## src/hw/rtl/utf8d_pkg.sv

```systemverilog
// shared constants, types and lead byte classing for the utf-8 stream decoder
`timescale 1ns / 1ps
`default_nettype none

package utf8d_pkg;

  // longest sequence that is decoded, 4 to 6
  localparam int MAX_SEQUENCE_BYTES = 6;

  localparam int BYTE_W    = 8;
  localparam int CP_W      = 31;
  localparam int CNT_W     = 3;
  localparam int HELD_W    = MAX_SEQUENCE_BYTES * BYTE_W;
  localparam int OUT_DATA_W = ((CP_W + CNT_W + 7) / 8) * 8;
  localparam int OUT_PAD_W  = OUT_DATA_W - CP_W - CNT_W;

  // prefix masks and patterns of lead bytes
  localparam logic [7:0] MASK_2 = 8'hE0;
  localparam logic [7:0] PAT_2  = 8'hC0;
  localparam logic [7:0] MASK_3 = 8'hF0;
  localparam logic [7:0] PAT_3  = 8'hE0;
  localparam logic [7:0] MASK_4 = 8'hF8;
  localparam logic [7:0] PAT_4  = 8'hF0;
  localparam logic [7:0] MASK_5 = 8'hFC;
  localparam logic [7:0] PAT_5  = 8'hF8;
  localparam logic [7:0] MASK_6 = 8'hFE;
  localparam logic [7:0] PAT_6  = 8'hFC;
  localparam logic [7:0] LEAD_PAYLOAD = 8'h7F;
  localparam logic [7:0] CONT_PAYLOAD = 8'h3F;

  // commands from the controller to the datapath
  typedef struct packed {
    logic flushing;
    logic start_seq;
    logic append;
    logic shift;
    logic clear_seq;
    logic load_out;
  } cmd_t;

  // status from the datapath to the controller
  typedef struct packed {
    logic seq_open;
    logic seq_done;
    logic lead_multi;
    logic piece_last;
  } sts_t;

  // sequence length implied by a lead byte, one for anything else
  function automatic logic [CNT_W-1:0] lead_class(input logic [7:0] b);
    logic [CNT_W-1:0] n;
    n = CNT_W'(1);
    if ((b & MASK_2) == PAT_2)      n = CNT_W'(2);
    else if ((b & MASK_3) == PAT_3) n = CNT_W'(3);
    else if ((b & MASK_4) == PAT_4) n = CNT_W'(4);
    else if ((b & MASK_5) == PAT_5) n = CNT_W'(5);
    else if ((b & MASK_6) == PAT_6) n = CNT_W'(6);
    if (n > CNT_W'(MAX_SEQUENCE_BYTES)) n = CNT_W'(1);
    return n;
  endfunction

endpackage

`default_nettype wire

```

## src/hw/rtl/utf8d_datapath.sv

```systemverilog
// held byte buffer, single character decoder and output register
`timescale 1ns / 1ps
`default_nettype none

module utf8d_datapath (
  input  wire logic                      clk,
  input  wire logic                      rst_n,
  input  wire logic [7:0]                in_data,
  input  wire utf8d_pkg::cmd_t           cmd,
  output utf8d_pkg::sts_t                sts,
  output logic [utf8d_pkg::CP_W-1:0]     out_cp,
  output logic [utf8d_pkg::CNT_W-1:0]    out_len,
  output logic                           out_last
);

  logic [utf8d_pkg::HELD_W-1:0] held_r, held_nxt;
  logic [utf8d_pkg::CNT_W-1:0]  count_r, count_nxt;
  logic [utf8d_pkg::CNT_W-1:0]  exp_r, exp_nxt;
  logic [utf8d_pkg::CP_W-1:0]   out_cp_r;
  logic [utf8d_pkg::CNT_W-1:0]  out_len_r;
  logic                         out_last_r;

  logic [7:0]                   win [utf8d_pkg::MAX_SEQUENCE_BYTES];
  logic [utf8d_pkg::CNT_W-1:0]  avail;
  logic [utf8d_pkg::CNT_W-1:0]  lead_n;
  logic                         raw;
  logic [utf8d_pkg::CNT_W-1:0]  dec_len;
  logic [utf8d_pkg::CP_W-1:0]   dec_cp;
  logic [utf8d_pkg::CNT_W:0]    total;

  // decode window: held bytes, with the incoming byte after them when accepting
  always_comb begin
    for (int i = 0; i < utf8d_pkg::MAX_SEQUENCE_BYTES; i++) begin
      if (cmd.flushing || (utf8d_pkg::CNT_W'(i) < count_r)) begin
        win[i] = held_r[i*8 +: 8];
      end else begin
        win[i] = in_data;
      end
    end
  end

  assign avail = cmd.flushing ? count_r : count_r + utf8d_pkg::CNT_W'(1);

  // one character from the front of the window
  always_comb begin
    lead_n  = utf8d_pkg::lead_class(win[0]);
    raw     = (lead_n < utf8d_pkg::CNT_W'(2)) || (lead_n > avail);
    dec_len = raw ? utf8d_pkg::CNT_W'(1) : lead_n;
    if (raw) begin
      dec_cp = utf8d_pkg::CP_W'(win[0]);
    end else begin
      dec_cp = utf8d_pkg::CP_W'(win[0] & (utf8d_pkg::LEAD_PAYLOAD >> lead_n));
      for (int i = 1; i < utf8d_pkg::MAX_SEQUENCE_BYTES; i++) begin
        if (utf8d_pkg::CNT_W'(i) < lead_n) begin
          dec_cp = {dec_cp[utf8d_pkg::CP_W-7:0], win[i][5:0] & utf8d_pkg::CONT_PAYLOAD[5:0]};
        end
      end
    end
  end

  // status for the controller
  assign total           = {1'b0, count_r} + (utf8d_pkg::CNT_W+1)'(1);
  assign sts.seq_open    = (exp_r != '0);
  assign sts.seq_done    = (total >= {1'b0, exp_r});
  assign sts.lead_multi  = (utf8d_pkg::lead_class(in_data) != utf8d_pkg::CNT_W'(1));
  assign sts.piece_last  = (dec_len == count_r);

  // held sequence update
  always_comb begin
    held_nxt  = held_r;
    count_nxt = count_r;
    exp_nxt   = exp_r;
    if (cmd.start_seq) begin
      held_nxt[7:0] = in_data;
      count_nxt     = utf8d_pkg::CNT_W'(1);
      exp_nxt       = utf8d_pkg::lead_class(in_data);
    end
    if (cmd.append) begin
      for (int i = 0; i < utf8d_pkg::MAX_SEQUENCE_BYTES; i++) begin
        if (utf8d_pkg::CNT_W'(i) == count_r) held_nxt[i*8 +: 8] = in_data;
      end
      count_nxt = count_r + utf8d_pkg::CNT_W'(1);
    end
    if (cmd.shift) begin
      held_nxt  = held_r >> {dec_len, 3'b000};
      count_nxt = count_r - dec_len;
    end
    if (cmd.clear_seq) begin
      count_nxt = '0;
      exp_nxt   = '0;
    end
  end

  // buffer bytes carry no reset
  always_ff @(posedge clk) begin
    held_r <= held_nxt;
  end

  always_ff @(posedge clk) begin
    if (!rst_n) begin
      count_r <= '0;
      exp_r   <= '0;
    end else begin
      count_r <= count_nxt;
      exp_r   <= exp_nxt;
    end
  end

  // output word register
  always_ff @(posedge clk) begin
    if (cmd.load_out) begin
      out_cp_r   <= dec_cp;
      out_len_r  <= dec_len;
      out_last_r <= cmd.flushing ? sts.piece_last : 1'b1;
    end
  end

  assign out_cp   = out_cp_r;
  assign out_len  = out_len_r;
  assign out_last = out_last_r;

endmodule

`default_nettype wire

```

## src/hw/rtl/utf8d_ctrl.sv

```systemverilog
// controller: accept and flush sequencing, output word valid
`timescale 1ns / 1ps
`default_nettype none

module utf8d_ctrl (
  input  wire logic             clk,
  input  wire logic             rst_n,
  input  wire logic             in_tvalid,
  output logic                  in_tready,
  input  wire logic             in_eob,
  output logic                  out_tvalid,
  input  wire logic             out_tready,
  input  wire utf8d_pkg::sts_t  sts,
  output utf8d_pkg::cmd_t       cmd
);

  localparam logic ST_ACCEPT = 1'b0;
  localparam logic ST_FLUSH  = 1'b1;

  logic state_r, state_nxt;
  logic out_valid_r, out_valid_nxt;
  logic slot_free;
  logic in_fire;

  assign slot_free = !out_valid_r || out_tready;
  assign in_tready = (state_r == ST_ACCEPT) && slot_free;
  assign in_fire   = in_tvalid && in_tready;

  // next state and datapath commands
  always_comb begin
    state_nxt     = state_r;
    cmd           = '0;
    cmd.flushing  = (state_r == ST_FLUSH);
    case (state_r)
      ST_ACCEPT: begin
        if (in_fire) begin
          if (!sts.seq_open) begin
            if (sts.lead_multi && !in_eob) cmd.start_seq = 1'b1;
            else                           cmd.load_out  = 1'b1;
          end else if (sts.seq_done) begin
            cmd.load_out  = 1'b1;
            cmd.clear_seq = 1'b1;
          end else begin
            cmd.append = 1'b1;
            if (in_eob) state_nxt = ST_FLUSH;
          end
        end
      end
      ST_FLUSH: begin
        if (slot_free) begin
          cmd.load_out = 1'b1;
          cmd.shift    = 1'b1;
          if (sts.piece_last) begin
            cmd.clear_seq = 1'b1;
            state_nxt     = ST_ACCEPT;
          end
        end
      end
      default: state_nxt = ST_ACCEPT;
    endcase
  end

  // output word valid
  always_comb begin
    if (cmd.load_out)      out_valid_nxt = 1'b1;
    else if (out_tready)   out_valid_nxt = 1'b0;
    else                   out_valid_nxt = out_valid_r;
  end

  always_ff @(posedge clk) begin
    if (!rst_n) begin
      state_r     <= ST_ACCEPT;
      out_valid_r <= 1'b0;
    end else begin
      state_r     <= state_nxt;
      out_valid_r <= out_valid_nxt;
    end
  end

  assign out_tvalid = out_valid_r;

endmodule

`default_nettype wire

```

## src/hw/rtl/utf8_stream_decoder.sv

```systemverilog
// top level: legacy utf-8 stream decoder, up to six bytes per character
// a result word is shown the cycle after the byte that completes it
// one byte per cycle while result words are taken and no flush is running
// a buffer that ends inside a sequence flushes up to five words, one per cycle
// while words are taken, as the single decoder walks the held bytes
// reset (rst_n low, synchronous): no open sequence, no output word valid
`timescale 1ns / 1ps
`default_nettype none

module utf8_stream_decoder (
  input  wire logic                              clk,
  input  wire logic                              rst_n,
  input  wire logic                              in_tvalid,
  output logic                                   in_tready,
  input  wire logic [7:0]                        in_tdata,   // [7:0] data_byte
  input  wire logic                              in_tlast,   // end_of_buffer
  output logic                                   out_tvalid,
  input  wire logic                              out_tready,
  // [30:0] code_point, [33:31] byte_count, rest zero
  output logic [utf8d_pkg::OUT_DATA_W-1:0]       out_tdata,
  output logic                                   out_tlast   // run_last
);

  utf8d_pkg::cmd_t              cmd;
  utf8d_pkg::sts_t              sts;
  logic [utf8d_pkg::CP_W-1:0]   out_cp;
  logic [utf8d_pkg::CNT_W-1:0]  out_len;

  // sequencing
  utf8d_ctrl u_ctrl (
    .clk        (clk),
    .rst_n      (rst_n),
    .in_tvalid  (in_tvalid),
    .in_tready  (in_tready),
    .in_eob     (in_tlast),
    .out_tvalid (out_tvalid),
    .out_tready (out_tready),
    .sts        (sts),
    .cmd        (cmd)
  );

  // buffer and decoder
  utf8d_datapath u_datapath (
    .clk      (clk),
    .rst_n    (rst_n),
    .in_data  (in_tdata),
    .cmd      (cmd),
    .sts      (sts),
    .out_cp   (out_cp),
    .out_len  (out_len),
    .out_last (out_tlast)
  );

  // pack the result word
  assign out_tdata = {{utf8d_pkg::OUT_PAD_W{1'b0}}, out_len, out_cp};

endmodule

`default_nettype wire

```

## config.mk

```make
export PLATFORM = sky130hd
export DESIGN_NAME = utf8_stream_decoder
export DESIGN_NICKNAME = d
export VERILOG_FILES = /design/src/hw/rtl/utf8d_pkg.sv /design/src/hw/rtl/utf8d_datapath.sv /design/src/hw/rtl/utf8d_ctrl.sv /design/src/hw/rtl/utf8_stream_decoder.sv
export SDC_FILE = /design/constraint.sdc
export NUM_CORES = 1
export LEC_CHECK = 0
export ABC_AREA = 1
export BUFFER_PORTS_ARGS = -buffer_cell sky130_fd_sc_hd__buf_2
export CORE_MARGIN = 10
export CORE_UTILIZATION = 61
export CTS_BUF_LIST = sky130_fd_sc_hd__clkbuf_8 sky130_fd_sc_hd__clkbuf_16
export DETAILED_ROUTE_END_ITERATION = 7
export PLACE_DENSITY_LB_ADDON = 0.12
export SKIP_CTS_REPAIR_TIMING = 1
export SYNTH_ARGS = -nofsm -noshare
export SYNTH_HDL_FRONTEND = slang
export SYNTH_SLANG_ARGS = --single-unit
```

## constraint.sdc

```tcl
create_clock -name clk -period 5 [get_ports clk]
set_input_delay 0.75 -clock clk [delete_from_list [all_inputs] [get_ports clk]]
set_output_delay 0.75 -clock clk [all_outputs]
set_load 0.01 [all_outputs]
```

==> results_dict.tcl, run 1 <==
set metrics [dict create \
    multiInputGateArea_um2 3510 \
    p_per_area_nw_per_um2 256 \
    cp-end-kind "flop" \
    initial_utilization_pct 62.1 \
    final.period_utilization_pct 87.6 \
    irDropWorstVdd_mv 0.157 \
    place_hpwl_mm 15.3 \
    run_status "complete, no violations" \
    grt_max_degree 48 \
    timing.critical_path.from_type "flop" \
    critPathKind "reg2reg" \
    core_region_area_um2 10800 \
    cp_slowest_cell "sky130_fd_sc_hd__dfxtp_1" \
    dieArea_um2 15600 \
    drt.antenna.violating_nets 0 \
    cts.reportedPaths.clkPinSlew_ns 0.09 \
    timing.fmax_mhz 228 \
    critPathMostFrequentCell "sky130_fd_sc_hd__nand2_1" \
    synthArstFlopShare_pct 0 \
    tritoncts_clock_tree "done" \
    max-clock-path-buffers 2 \
    tightestPinTransition_ns 0.761 \
    placementRows 38 \
    timing_max_transition_violations_final 0 \
    nets 976 \
    drcViolationCount 0 \
    top_level_port_count 56 \
    drive_above_1_share_pct 13.4 \
    synth_seq_area_share_pct 39.4 \
    vias_per_cell 6.20 \
    ff_latch_area_um2 2650 \
    ys_dominant_reg_cell "sky130_fd_sc_hd__edfxtp_1" \
    first_global_vias 6217 \
    detail_route.iter0.violations 958 \
    dp.cells 1081 \
    timing.max_cap.violations 0 \
    synth_enable_flop_cells 83 \
    num_antenna_cells 0 \
    pwr-share-comb_pct 21.8 \
    final.min_clock_period_ns 4.38 \
    worst-endpoint-arrival_ns 4.51 \
    seq_power_share_pct 46.9 \
    ctsHtreeMaxLevel 3 \
    worst_skew_pair.late_latency_ns 0.38 \
    postSynthRegisterBits 91 \
    reg2reg_from "u_datapath.count_r[2]" \
    cp-startpoint "u_datapath.count_r[2]" \
    worst_hold_path_type "reg2reg" \
    die_h_um 125 \
    detail_route.first_pass.iterations 7 \
    fp.dieW_um 125 \
    dr_total_vias 6797 \
    grt_remaining_overflow 0 \
    layout.cells.most_common "sky130_fd_sc_hd__nand2_1" \
    area_delta_synth_final_pct 8.17 \
    clock_sinks 91 \
    netlist_area_um2 6740 \
    hold-path-cell-count 2 \
    timing.slew.headroom_pct 49.1 \
    place.port_buffers 49 \
    rsz0062_at_grt "false" \
    hold_path_end "u_datapath.exp_r[2]" \
    global_route.usage.total_pct 25.8 \
    crit_path_max_fanout 29 \
    drt-total-wl_mm 21.0 \
    yosys_warnings 0 \
    grt_first_pass_wirelength_mm 33.1 \
    hold_start "u_datapath.exp_r[2]" \
    postSynthAreaPerCell_um2 7.38 \
    setup-tns-final_ns 0 \
    cellInternalPower_uw 1270 \
    mean_routed_wirelength_per_cell_um 19.2 \
    setup.reg_to_reg.worst_slack_ns 0.62 \
    antenna_violations_before_repair 0 \
    p_switching_uw 591 \
    critical_path.max_stage_delay_ns 0.66 \
    power.share.switching_pct 31.7 \
    r2r.worst_path.cells 24 \
    static_leakage_power_uw 0.00330 \
    post_synth_num_cell_types 56 \
    synth_cells 913 \
    worstPathRequired_ns 5.13 \
    worst_r2r_endpoint "u_datapath.held_r[19]" \
    clock_tree.root_cell "sky130_fd_sc_hd__clkbuf_8" \
    cts_buffers 9 \
    report.final.setup_viol 0 \
    final_cell_mix "sky130_fd_sc_hd__nand2_1 (295), sky130_fd_sc_hd__nand3_1 (119), sky130_fd_sc_hd__edfxtp_1 (83), sky130_fd_sc_hd__inv_1 (79), sky130_fd_sc_hd__o21ai_0 (55)" \
    final_count_of_hold_timing_violations 0 \
    fillers 962 \
    globalplace.congestion 1.04 \
    final_cells 1097 \
    power_frac_clock_pct 31.3 \
    timing.critical_path.cells "nor2_8 -> nand2_4 -> nand2_1 -> nand2_1 -> nand2_4 -> nor3_4 -> inv_2 -> nand3_2 -> ha_1 -> inv_1 -> nor2_1 -> o21ai_0 -> inv_1 -> nor2_1 -> inv_1 -> nand2_2 -> nand4_4 -> buf_4 -> inv_2 -> nand2_1 -> nand2_1 -> nand2_1 -> nand3_1 -> nand2_1" \
    finalClockSkew_ns 0.0142 \
]
[layout make-up]
| class | count | area share, % |
|---|---|---|
| sequential | 91 | 36.4 |
| inverter | 85 | 4.38 |
| multi-input combinational | 696 | 48.1 |
| tap | 140 | 2.40 |
| clock inverter | 7 | 1.39 |
| clock buffer | 9 | 1.70 |
| timing repair buffer | 69 | 5.60 |
[logic make-up (layout without fill, tap and decap cells)]
| family | Yosys count | in the layout | share of synthesized area (%) |
|---|---|---|---|
| other | 2 | 14 | 0.111 |
| adders and majority gates | 11 | 11 | 2.15 |
| xor gates and xnor gates | 2 | 2 | 0.260 |
| AOI/OAI and AO/OA | 158 | 158 | 14.5 |
| buffers and inverters | 138 | 170 | 9.31 |
| and+or+nand+nor | 510 | 510 | 34.1 |
| muxes | 1 | 1 | 0.167 |
| DFF | 91 | 91 | 39.4 |
[cell usage after synthesis, types with 8 or more instances]
cell type	n	area share, %
sky130_fd_sc_hd__o211ai_1	26	2.9
sky130_fd_sc_hd__ha_1	10	1.9
sky130_fd_sc_hd__buf_4	14	1.6
sky130_fd_sc_hd__edfxtp_1	83	37
sky130_fd_sc_hd__nand3_1	119	8.8
sky130_fd_sc_hd__nand2_2	9	0.84
sky130_fd_sc_hd__o21ai_0	57	4.2
sky130_fd_sc_hd__clkbuf_1	14	0.78
sky130_fd_sc_hd__dfxtp_1	8	2.4
sky130_fd_sc_hd__nand2_1	295	16
sky130_fd_sc_hd__nor2_1	43	2.4
sky130_fd_sc_hd__nand4_1	12	1.1
sky130_fd_sc_hd__inv_1	78	4.3
sky130_fd_sc_hd__a21oi_1	30	2.2
sky130_fd_sc_hd__o21ai_1	8	0.59
sky130_fd_sc_hd__buf_2	20	1.5
[flip-flops by register name, summed over array words and instances, names as in the netlist]
signal,cells
u_datapath.held_r,48
u_datapath.count_r,3
u_datapath.out_last,1
u_datapath.exp_r,3
u_datapath.out_len,3
u_ctrl.out_tvalid,1
u_datapath.out_cp,31
u_ctrl.state_r,1
[worst max path at each step]
| stage | end | slack, ns | cells after the start |
|---|---|---|---|
| 4_1_cts | u_datapath.held_r[19] | 0.74 | 24 |
| 5_1_grt | u_datapath.held_r[19] | 0.38 | 24 |
| 2_1_floorplan | u_datapath.count_r[1] | 1.14 | 24 |
| 3_3_place_gp | u_datapath.held_r[19] | 0.77 | 25 |
| 6_report | u_datapath.held_r[19] | 0.62 | 24 |
| 3_5_place_dp | u_datapath.held_r[19] | 0.59 | 25 |
[worst max-delay path: cells and delay by family (launching register included)]
| family | cells | cell delay (ns) |
|---|---|---|
| adder cells (fa/ha/maj) | 1 | 0.27 |
| AO/OA/AOI/OAI | 1 | 0.17 |
| AND/OR/NAND/NOR | 16 | 1.96 |
| flip-flops | 1 | 0.66 |
| buffers and inverters | 6 | 1.05 |
[layer usage]
layer  GRT usage (%)  vias to the layer above  routed length (µm)
met1            33.3                     3112                8350
met4            12.6                        0                 939
met2            40.4                      445                9640
met3            5.32                       78                2080
met5               0                        -                   0
li1                -                     3162                   -
[metrics by stage]
stage	instance area [µm²]	power [µW]	setup WS (ns)	util, %	hold slack, ns
6_report	7290	1860	0.620	67.2	0.510
5_1_grt	7290	1940	0.378	67.2	0.524
4_1_cts	7290	1850	0.744	67.2	0.504
3_5_place_dp	7060	1280	0.589	65.1	0.491
3_3_place_gp	7060	1280	0.770	65.1	0.483
2_1_floorplan	6780	1180	1.14	-	0.452
[power groups by stage]
| stage | sequential [µW] | combinational [µW] | clock (µW) |
|---|---|---|---|
| after detailed placement | 891 | 393 | 0 |
| final | 874 | 406 | 584 |
| after CTS | 874 | 395 | 586 |
| after global placement | 890 | 388 | 0 |
| after global routing | 876 | 445 | 619 |
| after floorplan | 902 | 281 | 0 |
(Power assumes the default switching activity.)
==> inputs of run 2 (changes only) <==
--- a/config.mk
+++ b/config.mk
@@ -5,10 +5,10 @@
 export SDC_FILE = /design/constraint.sdc
 export NUM_CORES = 1
 export LEC_CHECK = 0
-export ABC_AREA = 1
+export ABC_AREA = 0
 export BUFFER_PORTS_ARGS = -buffer_cell sky130_fd_sc_hd__buf_2
 export CORE_MARGIN = 10
-export CORE_UTILIZATION = 61
+export CORE_UTILIZATION = 40
 export CTS_BUF_LIST = sky130_fd_sc_hd__clkbuf_8 sky130_fd_sc_hd__clkbuf_16
 export DETAILED_ROUTE_END_ITERATION = 7
 export PLACE_DENSITY_LB_ADDON = 0.12
==> run 2 against run 1 <==
Synthesized cell count decreased by 31%. Area after synthesis decreased by 7.1%. Global-route usage decreased by 6.6 points. First-iteration DRC count decreased by 34%. Worst hold slack got worse by 0.025 ns. Cell area decreased by 3.0%. Non-clock buffer count increased by 2. Via count decreased by 19%. Count of clock-buffer cells in the layout unchanged. Combinational power decreased by 31%. Total power increased by 2.3%. Critical path type unchanged. Largest cell class unchanged. Largest power group unchanged. Highest routed layer unchanged.
==> results_dict.tcl, run 2 <==
set metrics [dict create \
    hold-path-cell-count 2 \
    worst_skew_pair.late_latency_ns 0.36 \
    detail_route.iter0.violations 628 \
    globalplace.congestion 0.967 \
    drt-total-wl_mm 21.0 \
    dieArea_um2 21000 \
    hold_start "u_datapath.exp_r[0]" \
    cts.reportedPaths.clkPinSlew_ns 0.07 \
    clock_tree.root_cell "sky130_fd_sc_hd__clkbuf_16" \
    tightestPinTransition_ns 0.804 \
    yosys-top-cells-area "sky130_fd_sc_hd__edfxtp_1 (40%), sky130_fd_sc_hd__mux2i_1 (11%), sky130_fd_sc_hd__nand2_1 (3.5%), sky130_fd_sc_hd__a21oi_1 (3.4%), sky130_fd_sc_hd__dfxtp_1 (2.6%)" \
    yosys_warnings 0 \
    rsz0062_at_grt "false" \
    tritoncts_clock_tree "done" \
    final_cells 890 \
    critPathKind "reg2reg" \
    timing.slew.headroom_pct 46.4 \
    worst-endpoint-arrival_ns 4.93 \
    report.final.setup_viol 0 \
    largest_reg_flops 48 \
    timing.max_cap.violations 0 \
    drt.antenna.violating_nets 0 \
    synth_seq_area_share_pct 42.4 \
    final.period_utilization_pct 93.0 \
    place_hpwl_mm 15.5 \
    grt_remaining_overflow 0 \
    post-synth-top-count-cell "sky130_fd_sc_hd__edfxtp_1" \
    core_region_area_um2 15300 \
    global_route.usage.total_pct 19.2 \
    placementRows 45 \
    regMostFlops "u_datapath.held_r" \
    final.min_clock_period_ns 4.65 \
    power_uw 1910 \
    synthArstFlopShare_pct 0 \
    mean_routed_wirelength_per_cell_um 23.6 \
    nets 698 \
    worst_hold_path_type "reg2reg" \
    finish.utilization_pct 46.3 \
    synth.cells.most_frequent "sky130_fd_sc_hd__edfxtp_1 (83), sky130_fd_sc_hd__mux2i_1 (66), sky130_fd_sc_hd__nand2_1 (58)" \
    postSynthAreaPerCell_um2 9.98 \
    yosys.area.top_type_share_pct 39.8 \
    timing.critical_path.max_delay_family "compound AO/OA/AOI/OAI gates" \
    netlist_area_um2 6260 \
    setup-tns-final_ns 0 \
    final_cell_mix "sky130_fd_sc_hd__edfxtp_1 (83), sky130_fd_sc_hd__mux2i_1 (66), sky130_fd_sc_hd__nand2_1 (58), sky130_fd_sc_hd__buf_2 (49), sky130_fd_sc_hd__a21oi_1 (42)" \
    setup.reg_to_reg.worst_slack_ns 0.35 \
    worstPathRequired_ns 5.28 \
    initial_utilization_pct 41.0 \
    worst_r2r_endpoint "u_datapath.count_r[1]" \
    timing.critical_path.buf_inv 2 \
    postSynthRegisterBits 91 \
    cp-end-kind "flop" \
    num_antenna_cells 0 \
    timing.critical_path.from_type "flop" \
    timing.critical_path.cells "or4_4 -> a211oi_2 -> nor2_1 -> inv_1 -> ha_1 -> nor2b_1 -> o21ai_1 -> o211ai_4 -> a22oi_2 -> inv_1 -> ha_1 -> a41o_1 -> a41o_1 -> a211oi_1" \
    timing.fmax_mhz 215 \
    run_status "complete, no violations" \
    crit_path_max_fanout 19 \
    vias_per_cell 6.16 \
    place.port_buffers 49 \
    max-clock-path-buffers 2 \
    area_delta_synth_final_pct 12.9 \
    critical_path.max_stage_delay_ns 0.74 \
    detail_route.first_pass.iterations 5 \
    grt_max_degree 36 \
    synth_enable_flop_cells 83 \
    hold_path_end "u_datapath.exp_r[0]" \
    synth_cells 627 \
    first_global_vias 5233 \
    post_synth_num_cell_types 74 \
    ys_dominant_reg_cell "sky130_fd_sc_hd__edfxtp_1" \
    reg2reg_from "u_datapath.count_r[2]" \
    top_level_port_count 56 \
    fillers 1454 \
    irDropWorstVdd_mv 0.164 \
    finalClockSkew_ns 0.00855 \
    cp_slowest_cell "sky130_fd_sc_hd__or4_4" \
    layout.cells.most_common "sky130_fd_sc_hd__edfxtp_1" \
    cts_buffers 9 \
    static_leakage_power_uw 0.00272 \
    drive_above_1_share_pct 17.5 \
    final_count_of_hold_timing_violations 0 \
    fp.dieW_um 145 \
    drcViolationCount 0 \
    p_per_area_nw_per_um2 270 \
    dr_total_vias 5485 \
    r2r.worst_path.cells 14 \
    antenna_violations_before_repair 0 \
    clock_sinks 91 \
    grt_first_pass_wirelength_mm 32.3 \
    ctsHtreeMaxLevel 3 \
    dp.cells 874 \
    timing_max_transition_violations_final 0 \
    synth.largest_area_cell "sky130_fd_sc_hd__edfxtp_1" \
    whs_ns 0.485 \
    die_h_um 145 \
]
==> run 2: layout make-up <==
cell class / instances / area, µm² / share of cell area (%)
clock buffer: 9 / 225 / 3.19
inverter: 20 / 75.1 / 1.06
clock inverter: 7 / 97.6 / 1.38
multi-input combinational: 481 / 3340 / 47.3
tap: 211 / 264 / 3.74
sequential: 91 / 2650 / 37.5
timing repair buffer: 71 / 410 / 5.81
==> run 2: logic make-up (layout without fill, tap and decap cells) <==
kind of cell | after synthesis | after routing | share of synthesized area [%]
DFF | 91 | 91 | 42.4
other | 2 | 14 | 0.120
AOI/OAI and AO/OA | 199 | 199 | 22.6
xor gates and xnor gates | 5 | 5 | 0.700
adders and majority gates | 12 | 12 | 2.50
and+or+nand+nor | 171 | 171 | 13.3
muxes | 80 | 80 | 13.1
buffers and inverters | 67 | 107 | 5.30
==> run 2: routing by layer <==
metal / vias to the layer above / global-route usage [%] / routed length, µm
met5: - / 0 / 0
met4: 0 / 6.72 / 362
met3: 28 / 3.32 / 1480
met2: 271 / 29.6 / 9590
met1: 2685 / 26.4 / 9540
li1: 2501 / - / -
==> run 2: per-stage QoR <==
stage | instance area (µm²) | setup WS [ns]
6_report | 7070 | 0.348
5_1_grt | 7070 | 0.0727
4_1_cts | 7070 | 0.409
3_5_place_dp | 6740 | 0.458
3_3_place_gp | 6740 | 0.569
2_1_floorplan | 6300 | 0.237
==> run 2: worst max-delay path by stage <==
stage | from | endpoint | cells past startpoint
6_report | u_datapath.count_r[2] | u_datapath.count_r[1] | 14
5_1_grt | u_datapath.count_r[2] | u_datapath.held_r[0] | 13
4_1_cts | u_datapath.count_r[2] | u_datapath.held_r[4] | 13
3_5_place_dp | u_datapath.count_r[2] | u_datapath.held_r[4] | 13
3_3_place_gp | u_datapath.count_r[2] | u_datapath.count_r[1] | 14
2_1_floorplan | in_tdata[1] | u_datapath.count_r[1] | 19
==> run 2: worst register-to-register path: cells and delay by family (launching register included) <==
kind / cells / cell delay, ns
compound gates: 7 / 2.24
fa+ha+maj: 2 / 0.61
buf+inv: 2 / 0.23
flops: 1 / 0.50
simple gates: 3 / 0.98
==> run 2: power by group <==
part / switching [µW] / internal, µW / leakage (µW)
Combinational: 183 / 99.2 / 0.00168
Clock: 313 / 442 / 0.000154
Sequential: 14.7 / 856 / 0.000888
Total: 510 / 1400 / 0.00272
==> inputs of run 3 (changes only) <==
--- a/config.mk
+++ b/config.mk
@@ -15,4 +15,5 @@
 export SKIP_CTS_REPAIR_TIMING = 1
 export SYNTH_ARGS = -nofsm -noshare
 export SYNTH_HDL_FRONTEND = slang
+export SYNTH_HIERARCHICAL = 1
 export SYNTH_SLANG_ARGS = --single-unit
==> run 3 against run 2 <==
Register-to-register slack improved by 0.30 ns. Cell area rose by 1.4%. Sequential share of layout area fell by 0.53 points. Count of clock-buffer cells in the layout did not move. Maximum frequency rose by 5.6%. Worst setup slack improved by 0.25 ns. Critical path type is now in2reg. Clock skew barely moved.
==> results_dict.tcl, run 3 <==
set metrics [dict create \
    cp_num_cells 17 \
    timing_max_transition_violations_final 0 \
    place.port_buffers 49 \
    yosys-top-cells-area "sky130_fd_sc_hd__edfxtp_1 (39%), sky130_fd_sc_hd__mux2i_1 (9.7%), sky130_fd_sc_hd__o221ai_1 (4.0%), sky130_fd_sc_hd__dfxtp_1 (2.5%), sky130_fd_sc_hd__nor2_1 (2.4%)" \
    r2r.worst_path.cells 16 \
    hold_path_end "u_datapath/exp_r[1]" \
    layout.cells.most_common "sky130_fd_sc_hd__edfxtp_1" \
    p_per_area_nw_per_um2 268 \
    die_h_um 147 \
    top_level_port_count 56 \
    nets 686 \
    antenna_violations_before_repair 0 \
    worst_r2r_endpoint "u_datapath/count_r[1]" \
    timing.critical_path.max_delay_family "compound AO/OA/AOI/OAI gates" \
    placementRows 46 \
    synth.largest_area_cell "sky130_fd_sc_hd__edfxtp_1" \
    final.min_clock_period_ns 4.41 \
    yosys.area.top_type_share_pct 38.9 \
    tritoncts_clock_tree "done" \
    synthArstFlopShare_pct 0 \
    setup-tns-final_ns 0 \
    synth.cells.most_frequent "sky130_fd_sc_hd__edfxtp_1 (83), sky130_fd_sc_hd__mux2i_1 (62), sky130_fd_sc_hd__nor2_1 (41)" \
    num_antenna_cells 0 \
    synth_cells 617 \
    ys_dominant_reg_cell "sky130_fd_sc_hd__edfxtp_1" \
    fp.dieW_um 147 \
    run_status "complete, no violations" \
    netlist_area_um2 6400 \
    tightestPinTransition_ns 1.15 \
    final_count_of_hold_timing_violations 0 \
    ff_latch_area_um2 2650 \
    drt.antenna.violating_nets 0 \
    drive_above_1_share_pct 19.5 \
    ctsHtreeMaxLevel 3 \
    clock_tree.root_cell "sky130_fd_sc_hd__clkbuf_16" \
    global_route.usage.total_pct 19.0 \
    final_cell_mix "sky130_fd_sc_hd__edfxtp_1 (83), sky130_fd_sc_hd__mux2i_1 (62), sky130_fd_sc_hd__buf_2 (49), sky130_fd_sc_hd__nor2_1 (41), sky130_fd_sc_hd__nand2_1 (39)" \
    globalplace.congestion 0.941 \
    critPathKind "in2reg" \
    reg2reg_from "u_datapath/count_r[0]" \
    multiInputGateArea_um2 3400 \
    yosys_warnings 6 \
    largest_reg_flops 48 \
    clock_sinks 91 \
    cts.reportedPaths.clkPinSlew_ns 0.06 \
    postSynthAreaPerCell_um2 10.4 \
    hold-path-cell-count 2 \
    detail_route.first_pass.iterations 5 \
    mean_routed_wirelength_per_cell_um 23.3 \
    cp_slowest_cell "sky130_fd_sc_hd__o211ai_1" \
    timing.fmax_mhz 227 \
    report.final.setup_viol 0 \
    timing.critical_path.from_type "input pin" \
    regMostFlops "u_datapath/held_r" \
    static_leakage_power_uw 0.00301 \
    fillers 1555 \
    power_uw 1920 \
    synth_enable_flop_cells 83 \
    timing.slew.headroom_pct 23.2 \
    place_hpwl_mm 15.2 \
    detail_route.iter0.violations 757 \
    crit_path_max_fanout 16 \
    timing.critical_path.cells "buf_2 -> nand2_1 -> o211ai_1 -> nand2_1 -> nand2_1 -> nand2_1 -> ha_1 -> nor2b_1 -> o21ai_0 -> a32o_1 -> o21ai_2 -> ha_1 -> and3_1 -> nand3_1 -> o21ai_0 -> nand2b_1 -> a211oi_1" \
    dieArea_um2 21500 \
    timing.critical_path.buf_inv 1 \
    cp-end-kind "flop" \
    finalClockSkew_ns 0.00854 \
    worstPathRequired_ns 5.25 \
    timing.max_cap.violations 0 \
    drt-total-wl_mm 20.6 \
    synth_seq_area_share_pct 41.4 \
    critical_path.max_stage_delay_ns 0.38 \
    grt_remaining_overflow 0 \
    max-clock-path-buffers 2 \
    cts_buffers 9 \
    initial_utilization_pct 40.6 \
    irDropWorstVdd_mv 0.271 \
    postSynthRegisterBits 91 \
    vias_per_cell 6.12 \
    dr_total_vias 5389 \
    first_global_vias 5116 \
    worst-endpoint-arrival_ns 4.66 \
    drcViolationCount 0 \
    rsz0062_at_grt "false" \
    post_synth_num_cell_types 91 \
    post-synth-top-count-cell "sky130_fd_sc_hd__edfxtp_1" \
    grt_first_pass_wirelength_mm 32.1 \
    finish.utilization_pct 45.4 \
    critPathMostFrequentCell "sky130_fd_sc_hd__nand2_1" \
    grt_max_degree 36 \
    core_region_area_um2 15800 \
    area_delta_synth_final_pct 11.9 \
    worst_skew_pair.late_latency_ns 0.35 \
    hold_start "u_datapath/exp_r[1]" \
    setup.reg_to_reg.worst_slack_ns 0.65 \
    final.period_utilization_pct 88.1 \
    worst_hold_path_type "reg2reg" \
]
## run 3: cell families after synthesis
family                   count (synthesis)  share of synthesized area, %
other                                    2                         0.117
flip-flops                              91                          41.4
AND/OR/NAND/NOR                        164                          14.3
AO/OA/AOI/OAI                          195                          23.3
XOR/XNOR                                 5                         0.899
adder cells (fa/ha/maj)                 12                          2.46
buffers and inverters                   78                          6.12
multiplexers                            70                          11.4
## run 3: how the worst max path moves through the flow
stage	start	endpoint	slack, ns
finish	in_tdata[5]	u_datapath/count_r[1]	0.59
floorplan	in_tdata[3]	u_datapath/count_r[2]	0.69
global placement	in_tdata[5]	u_datapath/count_r[2]	0.49
detailed placement	in_tdata[5]	u_datapath/count_r[2]	0.35
global route	in_tdata[5]	u_datapath/count_r[1]	0.26
CTS	in_tdata[5]	u_datapath/count_r[1]	0.63
## run 3: power by group
group          switching, µW  total (µW)  internal (µW)
clock network            285         767            483
registers               14.9         869            855
logic                    184         284            100
total                    484        1920           1440
## run 3: worst register-to-register path, stage by stage, from the launching register on
cell	delay (ns)
sky130_fd_sc_hd__dfxtp_1	0.44
sky130_fd_sc_hd__nor4_4	0.59
sky130_fd_sc_hd__buf_4	0.27
sky130_fd_sc_hd__nor4_1	0.09
sky130_fd_sc_hd__a21oi_1	0.31
sky130_fd_sc_hd__nand2_1	0.10
sky130_fd_sc_hd__ha_1	0.34
sky130_fd_sc_hd__nor2b_1	0.15
sky130_fd_sc_hd__o21ai_0	0.23
sky130_fd_sc_hd__a32o_1	0.38
sky130_fd_sc_hd__o21ai_2	0.14
sky130_fd_sc_hd__ha_1	0.32
sky130_fd_sc_hd__and3_1	0.17
sky130_fd_sc_hd__nand3_1	0.10
sky130_fd_sc_hd__o21ai_0	0.07
sky130_fd_sc_hd__nand2b_1	0.26
sky130_fd_sc_hd__a211oi_1	0.28
## run 3: per-layer routing
layer	track usage, %	wire length (µm)	vias to the layer above
met5	0	0	-
met4	5.51	308	0
met3	3.34	1350	20
met2	29.0	9500	227
met1	26.7	9390	2669
li1	-	-	2473
## run 3: area by class of cell
| class | instances | area share [%] |
|---|---|---|
| Clock buffer | 9 | 3.14 |
| Clock inverter | 6 | 1.48 |
| Inverter | 30 | 1.57 |
| Multi-Input combinational cell | 460 | 47.5 |
| Sequential cell | 91 | 37.0 |
| Tap cell | 216 | 3.77 |
| Timing Repair Buffer | 69 | 5.52 |
## run 3: per-stage QoR
step	setup slack, ns	area (µm²)	cells	hold WS [ns]
after floorplan	0.690	6450	629	0.455
after global placement	0.486	6840	866	0.475
after detailed placement	0.353	6840	866	0.492
after CTS	0.635	7170	881	0.503
after global routing	0.258	7170	881	0.528
final	0.594	7170	881	0.499
